==> src/hw/rtl/mhr_pkg.sv <==
// ----------------------------------------------------------------------------
// mhr_pkg
// shared constants and types for the motion hold and report block
// ----------------------------------------------------------------------------
package mhr_pkg;

  localparam int COUNT_WIDTH_DEF = 16;

  localparam int CFG_W     = 16;
  localparam int CFG_IDX_W = 1;

  // configuration register indexes
  localparam logic [CFG_IDX_W-1:0] REG_HOLD_TICKS      = 1'd0;
  localparam logic [CFG_IDX_W-1:0] REG_KEEPALIVE_TICKS = 1'd1;

  localparam logic [CFG_W-1:0] HOLD_TICKS_RST      = 16'd500;
  localparam logic [CFG_W-1:0] KEEPALIVE_TICKS_RST = 16'd1000;

  // input kind carried on in_tuser
  localparam logic MODE_TICK = 1'b0;
  localparam logic MODE_LINE = 1'b1;

  // result word bit positions
  localparam int OUT_REPORT_BIT = 0;
  localparam int OUT_MOTION_BIT = 1;

  typedef struct packed {
    logic motion_active;
    logic last_reported;
    logic ever_reported;
  } mhr_flags_t;

endpackage

==> src/hw/rtl/motion_hold_and_report.sv <==
// ----------------------------------------------------------------------------
// motion_hold_and_report
// qualifies a motion sensor line with an off-delay and flags motion reports
// ----------------------------------------------------------------------------
// channel  dir  tdata                      tuser
// in_      in   [0] level, [7:1] zero       [0] mode (0 tick, 1 line change)
// out_     out  [0] report, [1] motion,     -
//               [7:2] zero
// cfg_     in   index 0 hold_ticks, index 1 keepalive_ticks
//
// one item per cycle; the result appears in the output register in the cycle
// after the item is accepted. state updates in the accept cycle, so items
// follow back to back. the input is stalled only while a result waits and
// out_tready is low. synchronous active-low reset clears state and loads
// the register defaults.
// ----------------------------------------------------------------------------
module motion_hold_and_report #(
  parameter int COUNT_WIDTH = mhr_pkg::COUNT_WIDTH_DEF
) (
  input  logic                         clk,
  input  logic                         rst_n,
  input  logic                         in_tvalid,
  output logic                         in_tready,
  input  logic [7:0]                   in_tdata,   // [0] level
  input  logic                         in_tuser,   // [0] mode
  output logic                         out_tvalid,
  input  logic                         out_tready,
  output logic [7:0]                   out_tdata,  // [0] report, [1] motion
  input  logic                         cfg_wr_en,
  input  logic [mhr_pkg::CFG_IDX_W-1:0] cfg_index,
  input  logic [mhr_pkg::CFG_W-1:0]     cfg_wdata
);

  logic [mhr_pkg::CFG_W-1:0] hold_ticks_r;
  logic [mhr_pkg::CFG_W-1:0] keepalive_ticks_r;

  mhr_pkg::mhr_flags_t    flags_r, flags_nxt;
  logic [COUNT_WIDTH-1:0] hold_count_r, hold_count_nxt;
  logic [COUNT_WIDTH-1:0] since_report_r, since_report_nxt;
  logic                   report;

  logic                   out_valid_r;
  logic [7:0]             out_data_r;
  logic [7:0]             out_word;
  logic                   in_fire;

  assign in_tready  = !out_valid_r || out_tready;
  assign in_fire    = in_tvalid && in_tready;
  assign out_tvalid = out_valid_r;
  assign out_tdata  = out_data_r;

  mhr_core #(
    .COUNT_WIDTH (COUNT_WIDTH)
  ) u_core (
    .mode             (in_tuser),
    .level            (in_tdata[0]),
    .hold_ticks       (hold_ticks_r),
    .keepalive_ticks  (keepalive_ticks_r),
    .flags            (flags_r),
    .hold_count       (hold_count_r),
    .since_report     (since_report_r),
    .flags_nxt        (flags_nxt),
    .hold_count_nxt   (hold_count_nxt),
    .since_report_nxt (since_report_nxt),
    .report           (report)
  );

  always_ff @(posedge clk) begin
    if (!rst_n) begin
      hold_ticks_r      <= mhr_pkg::HOLD_TICKS_RST;
      keepalive_ticks_r <= mhr_pkg::KEEPALIVE_TICKS_RST;
    end else if (cfg_wr_en) begin
      case (cfg_index)
        mhr_pkg::REG_HOLD_TICKS:      hold_ticks_r      <= cfg_wdata;
        mhr_pkg::REG_KEEPALIVE_TICKS: keepalive_ticks_r <= cfg_wdata;
        default: begin
        end
      endcase
    end
  end

  always_ff @(posedge clk) begin
    if (!rst_n) begin
      flags_r        <= '0;
      hold_count_r   <= '0;
      since_report_r <= '0;
      out_valid_r    <= 1'b0;
    end else begin
      if (in_fire) begin
        flags_r        <= flags_nxt;
        hold_count_r   <= hold_count_nxt;
        since_report_r <= since_report_nxt;
        out_valid_r    <= 1'b1;
      end else if (out_tready) begin
        out_valid_r    <= 1'b0;
      end
    end
  end

  always_comb begin
    out_word                          = '0;
    out_word[mhr_pkg::OUT_REPORT_BIT] = report;
    out_word[mhr_pkg::OUT_MOTION_BIT] = flags_nxt.motion_active;
  end

  always_ff @(posedge clk) begin
    if (in_fire) begin
      out_data_r <= out_word;
    end
  end

`ifndef SYNTH
  a_first_sets_ever: assert property (@(posedge clk) disable iff (!rst_n)
    in_fire |=> flags_r.ever_reported)
    else $error("ever_reported not set after an item");

  a_motion_matches: assert property (@(posedge clk) disable iff (!rst_n)
    in_fire |=> out_tdata[mhr_pkg::OUT_MOTION_BIT] == flags_r.motion_active)
    else $error("reported motion differs from state");

  a_report_clears: assert property (@(posedge clk) disable iff (!rst_n)
    in_fire && report |=> since_report_r == '0 &&
                          flags_r.last_reported == flags_r.motion_active)
    else $error("report did not reset keepalive state");

  a_hold_expires: assert property (@(posedge clk) disable iff (!rst_n)
    in_fire && in_tuser == mhr_pkg::MODE_TICK && flags_r.motion_active &&
    hold_count_r == COUNT_WIDTH'(1) |=> !flags_r.motion_active)
    else $error("motion did not clear at hold expiry");
`endif

endmodule

==> src/hw/rtl/mhr_core.sv <==
// ----------------------------------------------------------------------------
// mhr_core
// next-state and report logic for one tick or line item
// ----------------------------------------------------------------------------
module mhr_core #(
  parameter int COUNT_WIDTH = mhr_pkg::COUNT_WIDTH_DEF
) (
  input  logic                    mode,
  input  logic                    level,
  input  logic [mhr_pkg::CFG_W-1:0] hold_ticks,
  input  logic [mhr_pkg::CFG_W-1:0] keepalive_ticks,
  input  mhr_pkg::mhr_flags_t     flags,
  input  logic [COUNT_WIDTH-1:0]  hold_count,
  input  logic [COUNT_WIDTH-1:0]  since_report,
  output mhr_pkg::mhr_flags_t     flags_nxt,
  output logic [COUNT_WIDTH-1:0]  hold_count_nxt,
  output logic [COUNT_WIDTH-1:0]  since_report_nxt,
  output logic                    report
);

  localparam int CMP_W = (COUNT_WIDTH > mhr_pkg::CFG_W) ? COUNT_WIDTH : mhr_pkg::CFG_W;
  localparam logic [COUNT_WIDTH-1:0] CNT_MAX = {COUNT_WIDTH{1'b1}};
  localparam logic [CMP_W-1:0] CNT_MAX_EXT = CMP_W'(CNT_MAX);

  logic [CMP_W-1:0]       hold_ext;
  logic [CMP_W-1:0]       keep_ext;
  logic [CMP_W-1:0]       since_ext;
  logic [COUNT_WIDTH-1:0] hold_load;
  logic                   motion;
  logic [COUNT_WIDTH-1:0] hold_upd;
  logic [COUNT_WIDTH-1:0] since_upd;

  assign hold_ext  = CMP_W'(hold_ticks);
  assign keep_ext  = CMP_W'(keepalive_ticks);
  // saturate the load when the counter is narrower than the register
  assign hold_load = (hold_ext > CNT_MAX_EXT) ? CNT_MAX : hold_ext[COUNT_WIDTH-1:0];

  always_comb begin
    motion    = flags.motion_active;
    hold_upd  = hold_count;
    since_upd = since_report;
    if (mode == mhr_pkg::MODE_LINE) begin
      if (level) begin
        motion   = 1'b1;
        hold_upd = '0;
      end else begin
        hold_upd = hold_load;
      end
    end else begin
      if (since_report != CNT_MAX) begin
        since_upd = since_report + 1'b1;
      end
      if (flags.motion_active && (hold_count != '0)) begin
        hold_upd = hold_count - 1'b1;
        if (hold_count == COUNT_WIDTH'(1)) begin
          motion = 1'b0;
        end
      end
    end
  end

  assign since_ext = CMP_W'(since_upd);
  assign report    = !flags.ever_reported || (motion != flags.last_reported) ||
                     ((keepalive_ticks != '0) && (since_ext >= keep_ext));

  always_comb begin
    flags_nxt.motion_active = motion;
    flags_nxt.last_reported = report ? motion : flags.last_reported;
    flags_nxt.ever_reported = flags.ever_reported | report;
    hold_count_nxt          = hold_upd;
    since_report_nxt        = report ? '0 : since_upd;
  end

endmodule

==> config.mk <==
export PLATFORM = sky130hd
export DESIGN_NAME = motion_hold_and_report
export DESIGN_NICKNAME = d
export VERILOG_FILES = /design/src/hw/rtl/mhr_pkg.sv /design/src/hw/rtl/motion_hold_and_report.sv /design/src/hw/rtl/mhr_core.sv
export SDC_FILE = /design/constraint.sdc
export NUM_CORES = 1
export LEC_CHECK = 0
export ABC_AREA = 1
export BUFFER_PORTS_ARGS = -buffer_cell sky130_fd_sc_hd__buf_2
export CORE_MARGIN = 8
export CORE_UTILIZATION = 37
export CTS_BUF_LIST = sky130_fd_sc_hd__clkbuf_16
export DETAILED_ROUTE_END_ITERATION = 12
export GPL_ROUTABILITY_DRIVEN = 0
export GPL_TIMING_DRIVEN = 0
export PLACE_DENSITY_LB_ADDON = 0.1
export SYNTH_ARGS = -nofsm -noshare
export SYNTH_HDL_FRONTEND = slang
export SYNTH_SLANG_ARGS = --single-unit
==> constraint.sdc <==
create_clock -name clk -period 3.05 [get_ports clk]
set_clock_uncertainty 0.05 [all_clocks]
set_input_delay 0 -clock clk [delete_from_list [all_inputs] [get_ports clk]]
set_output_delay 0 -clock clk [all_outputs]
set_load 0.05 [all_outputs]
==> impl_results.md, run 1 <==
- Slew @ Worst Pin: 613 ps
- Final Max Slew Viols: 0
- Max VDD drop: 291 uV
- Fmax: 0.353 GHz
- Diode count: 0
- Number of flops mapped to enable cells by yosys: 2
- Num CTS Buffers: 9
- Number of global-route vias before repair: about 4000
- IO Count: between 40 and 50
- DR WL/cell: between 15 and 20 microns
- Ys Warns: 0
- Synthesized area per cell: just under 7 sq um
- Fin Hold WS: about 30 ps
- CP Class: reg2reg
- Nets@finish: around 750
- Seq/Total Area, Yosys: between 30% and 40%
- Cell repeated most along the worst path: nand2_1
- Final setup fails: 0
- Initial antenna violation count: 0
- Synthesized flop and latch total: 70
- Detail Placement HPWL: 9.71 mm
- Largest stage delay on the critical path: around 460 ps
- Total die area: 15300 sq um
- # fillers: 1220
- Unique masters post-synth: 39
- Leakage: ~2.3 nW
- Pwr Density: roughly 500 nW/um^2
- Total power draw: 2.58 mW
- Cell area after synthesis: between 4000 and 5000 sq um
- Top-count cell post-synth: nand2_1
- Design area: a little over 5000 sq um
- Proportion of layout cells with a drive suffix above 1: roughly 14%
- Setup crit start kind: flop
- Pre-CTS WS: -190 ps
- RSZ-0062 raised after global routing: false
- Multi-input gate area: 2450 sq um
- Core Region: 11400 sq um
- Post-synth ARST share: 0%
- WP data arrival: between 2000 and 3000 ps
- Row cnt: 39
- Total gr overflow: 0
- Reg-to-reg startpoint: since_report_r[3]$_SDFFE_PN0P_
- CP max stage cell: dfxtp_1
- First-pass GRT wire length: roughly 21 mm
- Gate Count Post-Synth: around 640
- Port Buf Inserts: 26
- Die Y: about 120 microns
- Status: complete, no violations
- Minimum clock period: around 2800 ps
- Crit path from: since_report_r[3]$_SDFFE_PN0P_
- Die W: between 100 and 150 microns
- Area fraction of the dominant cell type after synthesis: a little under a third
- Reg area: between 1000 and 1500 sq um
- Clock Latency Late Sink: ~330 ps
- Most instantiated cells after synthesis: nand2_1 (130), inv_1 (75), dfxtp_1 (68), nor2_1 (68), a21oi_1 (57)
- Placed Area: 4620 sq um
- Drt first-iter violations: 280
- Initial Utilization: between 30% and 40%
- Synth area leader: dfxtp_1
- Primary FF master, synth: dfxtp_1
- Root Buffer: clkbuf_16
- Clk sink count: 70
- Hold Crit Class: in2reg
- ANT nets after route: 0
- Synth area leaders: dfxtp_1 (32%), nand2_1 (11%), a21oi_1 (6.7%), inv_1 (6.6%), o21ai_0 (6.1%)
- Tcrit/Tclk final: 92.9%
- CTS Buffer Depth: 2
- Data required, critical path: ~3200 ps
- WL final: 12.8 mm
- CTS HTree Levels: 3
- Clock-pin transition on the worst setup and hold timing paths: ~60 ps
- Final Hold Fails: 0
- Critical Path, Cell by Cell: nand2_1, nor2_1, nand3_1, nand2_1, nand3_1, nand2_1, inv_1, ha_1, nand2_1, nor2_1, and2_1, nor2_1, nand2_1, nand2_1, nand2_1, nand2_4, buf_8, nand3_1, a21oi_1
- Area delta synth->final: 19.8%
- DRC viols: 0
- Setup ws final: between 200 and 250 ps
- Total Routing Usage GR: between 10% and 20%
- Min-delay src: cfg_index
- Setup TNS: 0 ps
- Slew margin rel.: 59.1%
- Via count: approximately 4300
- Crit. End Element: flop
- Pin count of the biggest net entering global routing: 13
- Max cap viols: 0
- CTS tree: yes
- Vias/cell: roughly 5.1
- Drt first pass iters: 4
- Crit-path max FO: 10
-- where the power goes --
group          switching, mW  internal (mW)  leakage [nW]
Combinational          0.329          0.183          1.54
Sequential            0.0392          0.974         0.578
Clock                  0.422          0.627         0.140
-- cell usage in the layout (no fill, tap or decap), types with 9 or more instances in the layout --
cell and n:
a21oi_1 57, buf_2 29, buf_4 11, clkbuf_1 16, clkbuf_16 9, dfxtp_1 66, dlygate4sd3_1 17, ha_1 18
inv_1 76, nand2_1 129, nand2_2 10, nand3_1 42, nand4_1 10, nor2_1 66, nor2_2 10, o211ai_1 9
o21ai_0 52
-- layer usage --
layer / share of wire [%] / global-route usage, %
met1: 50 / 24.9
met2: 44 / 26.6
met3: 5.2 / 2.22
met4: 0.99 / 5.64
met5: 0 / 0
-- worst max-delay path: cells and delay by family, from the launching register on --
family	cells	cell delay, ps
adder cells (fa/ha/maj)	1	290
buffers and inverters	2	230
AND/OR/NAND/NOR	15	1610
flip-flops	1	460
AO/OA/AOI/OAI	1	60
-- logic make-up (layout without fill, tap and decap cells) --
kind of cell,count (synthesis),after routing,share of synthesized area [%]
flops,70,70,33.1
other cells,1,6,0.0874
fa+ha+maj,19,19,5.54
buf+inv,109,171,10.8
simple gates,296,296,32.0
xor+xnor,9,9,1.84
compound gates,132,132,16.6
-- flip-flops by register name, indices dropped and copies added, names as in the netlist --
| register | flops |
|---|---|
| hold_count_r | 16 |
| hold_ticks_r | 16 |
| keepalive_ticks_r | 16 |
| since_report_r | 16 |
| flags_r | 3 |
| out_tdata | 2 |
| out_tvalid | 1 |
-- timing repair --
action	CTS	global route
setup endpoints to repair	12	16
pin swaps	0	2
hold buffers	17	0
buffers inserted	0	3
endpoints found under the hold margin	31	0
resized for setup	3	8
-- per-stage QoR --
step / std cells / util [%]
after detailed placement: 810 / 40.6
after global routing: 846 / 45.2
after global placement: 810 / 40.6
after CTS: 843 / 44.7
after floorplan: 641 / -
final: 846 / 45.2
-- final timing paths --
path	endpoint	slack [ps]	cells after the start
hold reg to reg	hold_ticks_r[13]$_SDFFE_PN0P_	410	2
setup / recovery	since_report_r[0]$_SDFFE_PN0P_	220	19
setup reg to reg	since_report_r[0]$_SDFFE_PN0P_	220	19
hold / removal	hold_ticks_r[0]$_SDFFE_PN0P_	30	4
-- cell type report --
| class | count | share of cell area [%] |
|---|---|---|
| plain buffers | 32 | 3.51 |
| clock buffers | 9 | 4.38 |
| clock inverters | 7 | 1.29 |
| inverters | 77 | 5.62 |
| multi-input cells | 462 | 47.7 |
| flip-flops and latches | 70 | 27.8 |
| well taps | 143 | 3.48 |
| repair buffers | 46 | 6.28 |
Note: power is estimated with default switching activity, not from simulation.
==> run 2, diff against run 1 <==
==> constraint.sdc (replaced) <==
create_clock -name clk -period 3.4 [get_ports clk]
set_clock_uncertainty 0.05 [all_clocks]
set_input_delay 0 -clock clk [delete_from_list [all_inputs] [get_ports clk]]
set_output_delay 0 -clock clk [all_outputs]
set_load 0.05 [all_outputs]
==> run 2 against run 1 <==
Against the previous run: sequential power is 9.9% lower; critical path depth is 3 higher; first-iteration DRC count is 2.5% higher; worst hold slack better by 3.7 ps; maximum frequency is 7.0% lower; largest power group unchanged; final area is 1.1% lower; clock power is 11% lower; die area stayed put.
==> impl_results.md, run 2 (synthesis results as in run 1) <==
- Die Y: 124 microns
- Num CTS Buffers: 9
- Tcrit/Tclk final: ~90%
- WL final: 12.8 mm
- Total Routing Usage GR: around 17%
- # fillers: about 1200
- Final Max Slew Viols: 0
- Total gr overflow: 0
- Vias/cell: just over 5
- ANT nets after route: 0
- Area delta synth->final: 18.5%
- Detail Placement HPWL: between 9 and 10 mm
- CP Class: reg2reg
- Clock Latency Late Sink: between 300 and 400 ps
- WP data arrival: approximately 3300 ps
- Row cnt: 39
- RSZ-0062 raised after global routing: false
- Initial antenna violation count: 0
- Final Hold Fails: 0
- First-pass GRT wire length: ~21 mm
- Finished Core Util: between 40 and 50%
- Core Region: about 11000 sq um
- CTS Buffer Depth: 2
- Met1 layer usage reported by global route: between 20% and 30%
- Diode count: 0
- Fmax: approximately 0.33 GHz
- Nets@finish: 745
- Total die area: approximately 15000 sq um
- Setup Buffers After CTS: 0
- Initial Utilization: 37.7%
- Port Buf Inserts: 26
- Root Buffer: clkbuf_16
- Clk sink count: 70
- Design area: 5080 sq um
- Drt first pass iters: 6
- Pwr Density: around 450 nW/um^2
- Crit-path max FO: 10
- Proportion of layout cells with a drive suffix above 1: 13.3%
- Number of global-route vias before repair: 4018
- Leakage: roughly 2.2 nW
- Status: complete, no violations
- Max cap viols: 0
- Hold Crit Class: in2reg
- CTS tree: yes
- Met2 Track Usage GR: a little over a quarter
- Pin count of the biggest net entering global routing: 13
- Slew margin rel.: approximately three fifths
- DR WL/cell: approximately 15 microns
- Most common cell after layout, fill and taps aside: nand2_1
- Clock-pin transition on the worst setup and hold timing paths: 60 ps
- Via count: between 4000 and 5000
- Met3 GRT Util: under 10%
- Setup TNS: 0 ps
- Crit. End Element: flop
- Placed Area: between 4000 and 5000 sq um
- IO Count: 41
- Minimum clock period: 3050 ps
- Final setup fails: 0
- DRC viols: 0
- Max VDD drop: 258 uV
- CTS HTree Levels: 3
- Slew @ Worst Pin: just over 600 ps
- Drt first-iter violations: around 290
- Setup crit start kind: flop
- Total power draw: between 2 and 2.5 mW
- GR peak layer: met2
- Data required, critical path: between 3000 and 4000 ps
- Die W: between 100 and 150 microns
- Commonest non-fill, non-tap cells in the layout: nand2_1 (129), inv_1 (76), nor2_1 (68)
-- run 2: path summary, 6_finish.rpt --
check / cells past startpoint / startpoint / to / slack, ps
max: 22 / since_report_r[1]$_SDFFE_PN0P_ / since_report_r[0]$_SDFFE_PN0P_ / 350
max reg2reg: 22 / since_report_r[1]$_SDFFE_PN0P_ / since_report_r[0]$_SDFFE_PN0P_ / 350
min: 4 / cfg_index / hold_ticks_r[0]$_SDFFE_PN0P_ / 30
min reg2reg: 2 / hold_ticks_r[13]$_SDFFE_PN0P_ / hold_ticks_r[13]$_SDFFE_PN0P_ / 410
-- run 2: power breakdown --
group | total [mW] | leakage (nW) | switching, mW | internal [mW]
combinational | 0.447 | 1.53 | 0.293 | 0.154
sequential | 0.910 | 0.577 | 0.0351 | 0.875
clock | 0.936 | 0.140 | 0.373 | 0.563
total | 2.29 | 2.24 | 0.701 | 1.59
-- run 2: critical path, cell delays in order (launching register included) --
cell and delay [ps]:
dfxtp_1 390, ha_1 260, inv_1 90, nor2_4 170
nand2_2 70, nor2_2 130, nand3_2 120, nand2_1 90
nand2_1 50, nand2_1 80, inv_1 50, ha_1 280
nand2_1 70, nor2_1 40, and2_1 140, nor2_1 80
nand2_1 80, nand2_1 60, nand2_1 50, nand2_2 160
buf_4 230, nand3_1 90, a21oi_1 120
-- run 2: cell type report --
type	instances	area [sq um]	share of cell area, %
inverters	77	289	5.69
plain buffers	32	173	3.40
repair buffers	43	300	5.91
clock buffers	9	225	4.43
well taps	143	179	3.52
clock inverters	7	66.3	1.30
multi-input cells	462	2430	47.8
flip-flops and latches	70	1420	28.0
-- run 2: what timing repair did --
item | CTS | global route
setup endpoints to repair | 0 | 12
hold buffers | 17 | 0
hold endpoints to repair | 31 | 0
gates resized for setup | 0 | 2
-- run 2: metrics by stage --
stage | hold WS [ps] | setup WS [ps] | instances
floorplan | 76.3 | 763 | 641
global placement | 191 | 178 | 810
detailed placement | 194 | 160 | 810
CTS | 28.1 | 139 | 843
global route | 63.5 | 32.3 | 843
finish | 34.5 | 351 | 843
-- run 2: layer usage --
layer	vias up	share of wire, %
met1	1938	49
met3	10	5.5
met4	0	1.2
li1	2186	-
met5	-	0
met2	107	44
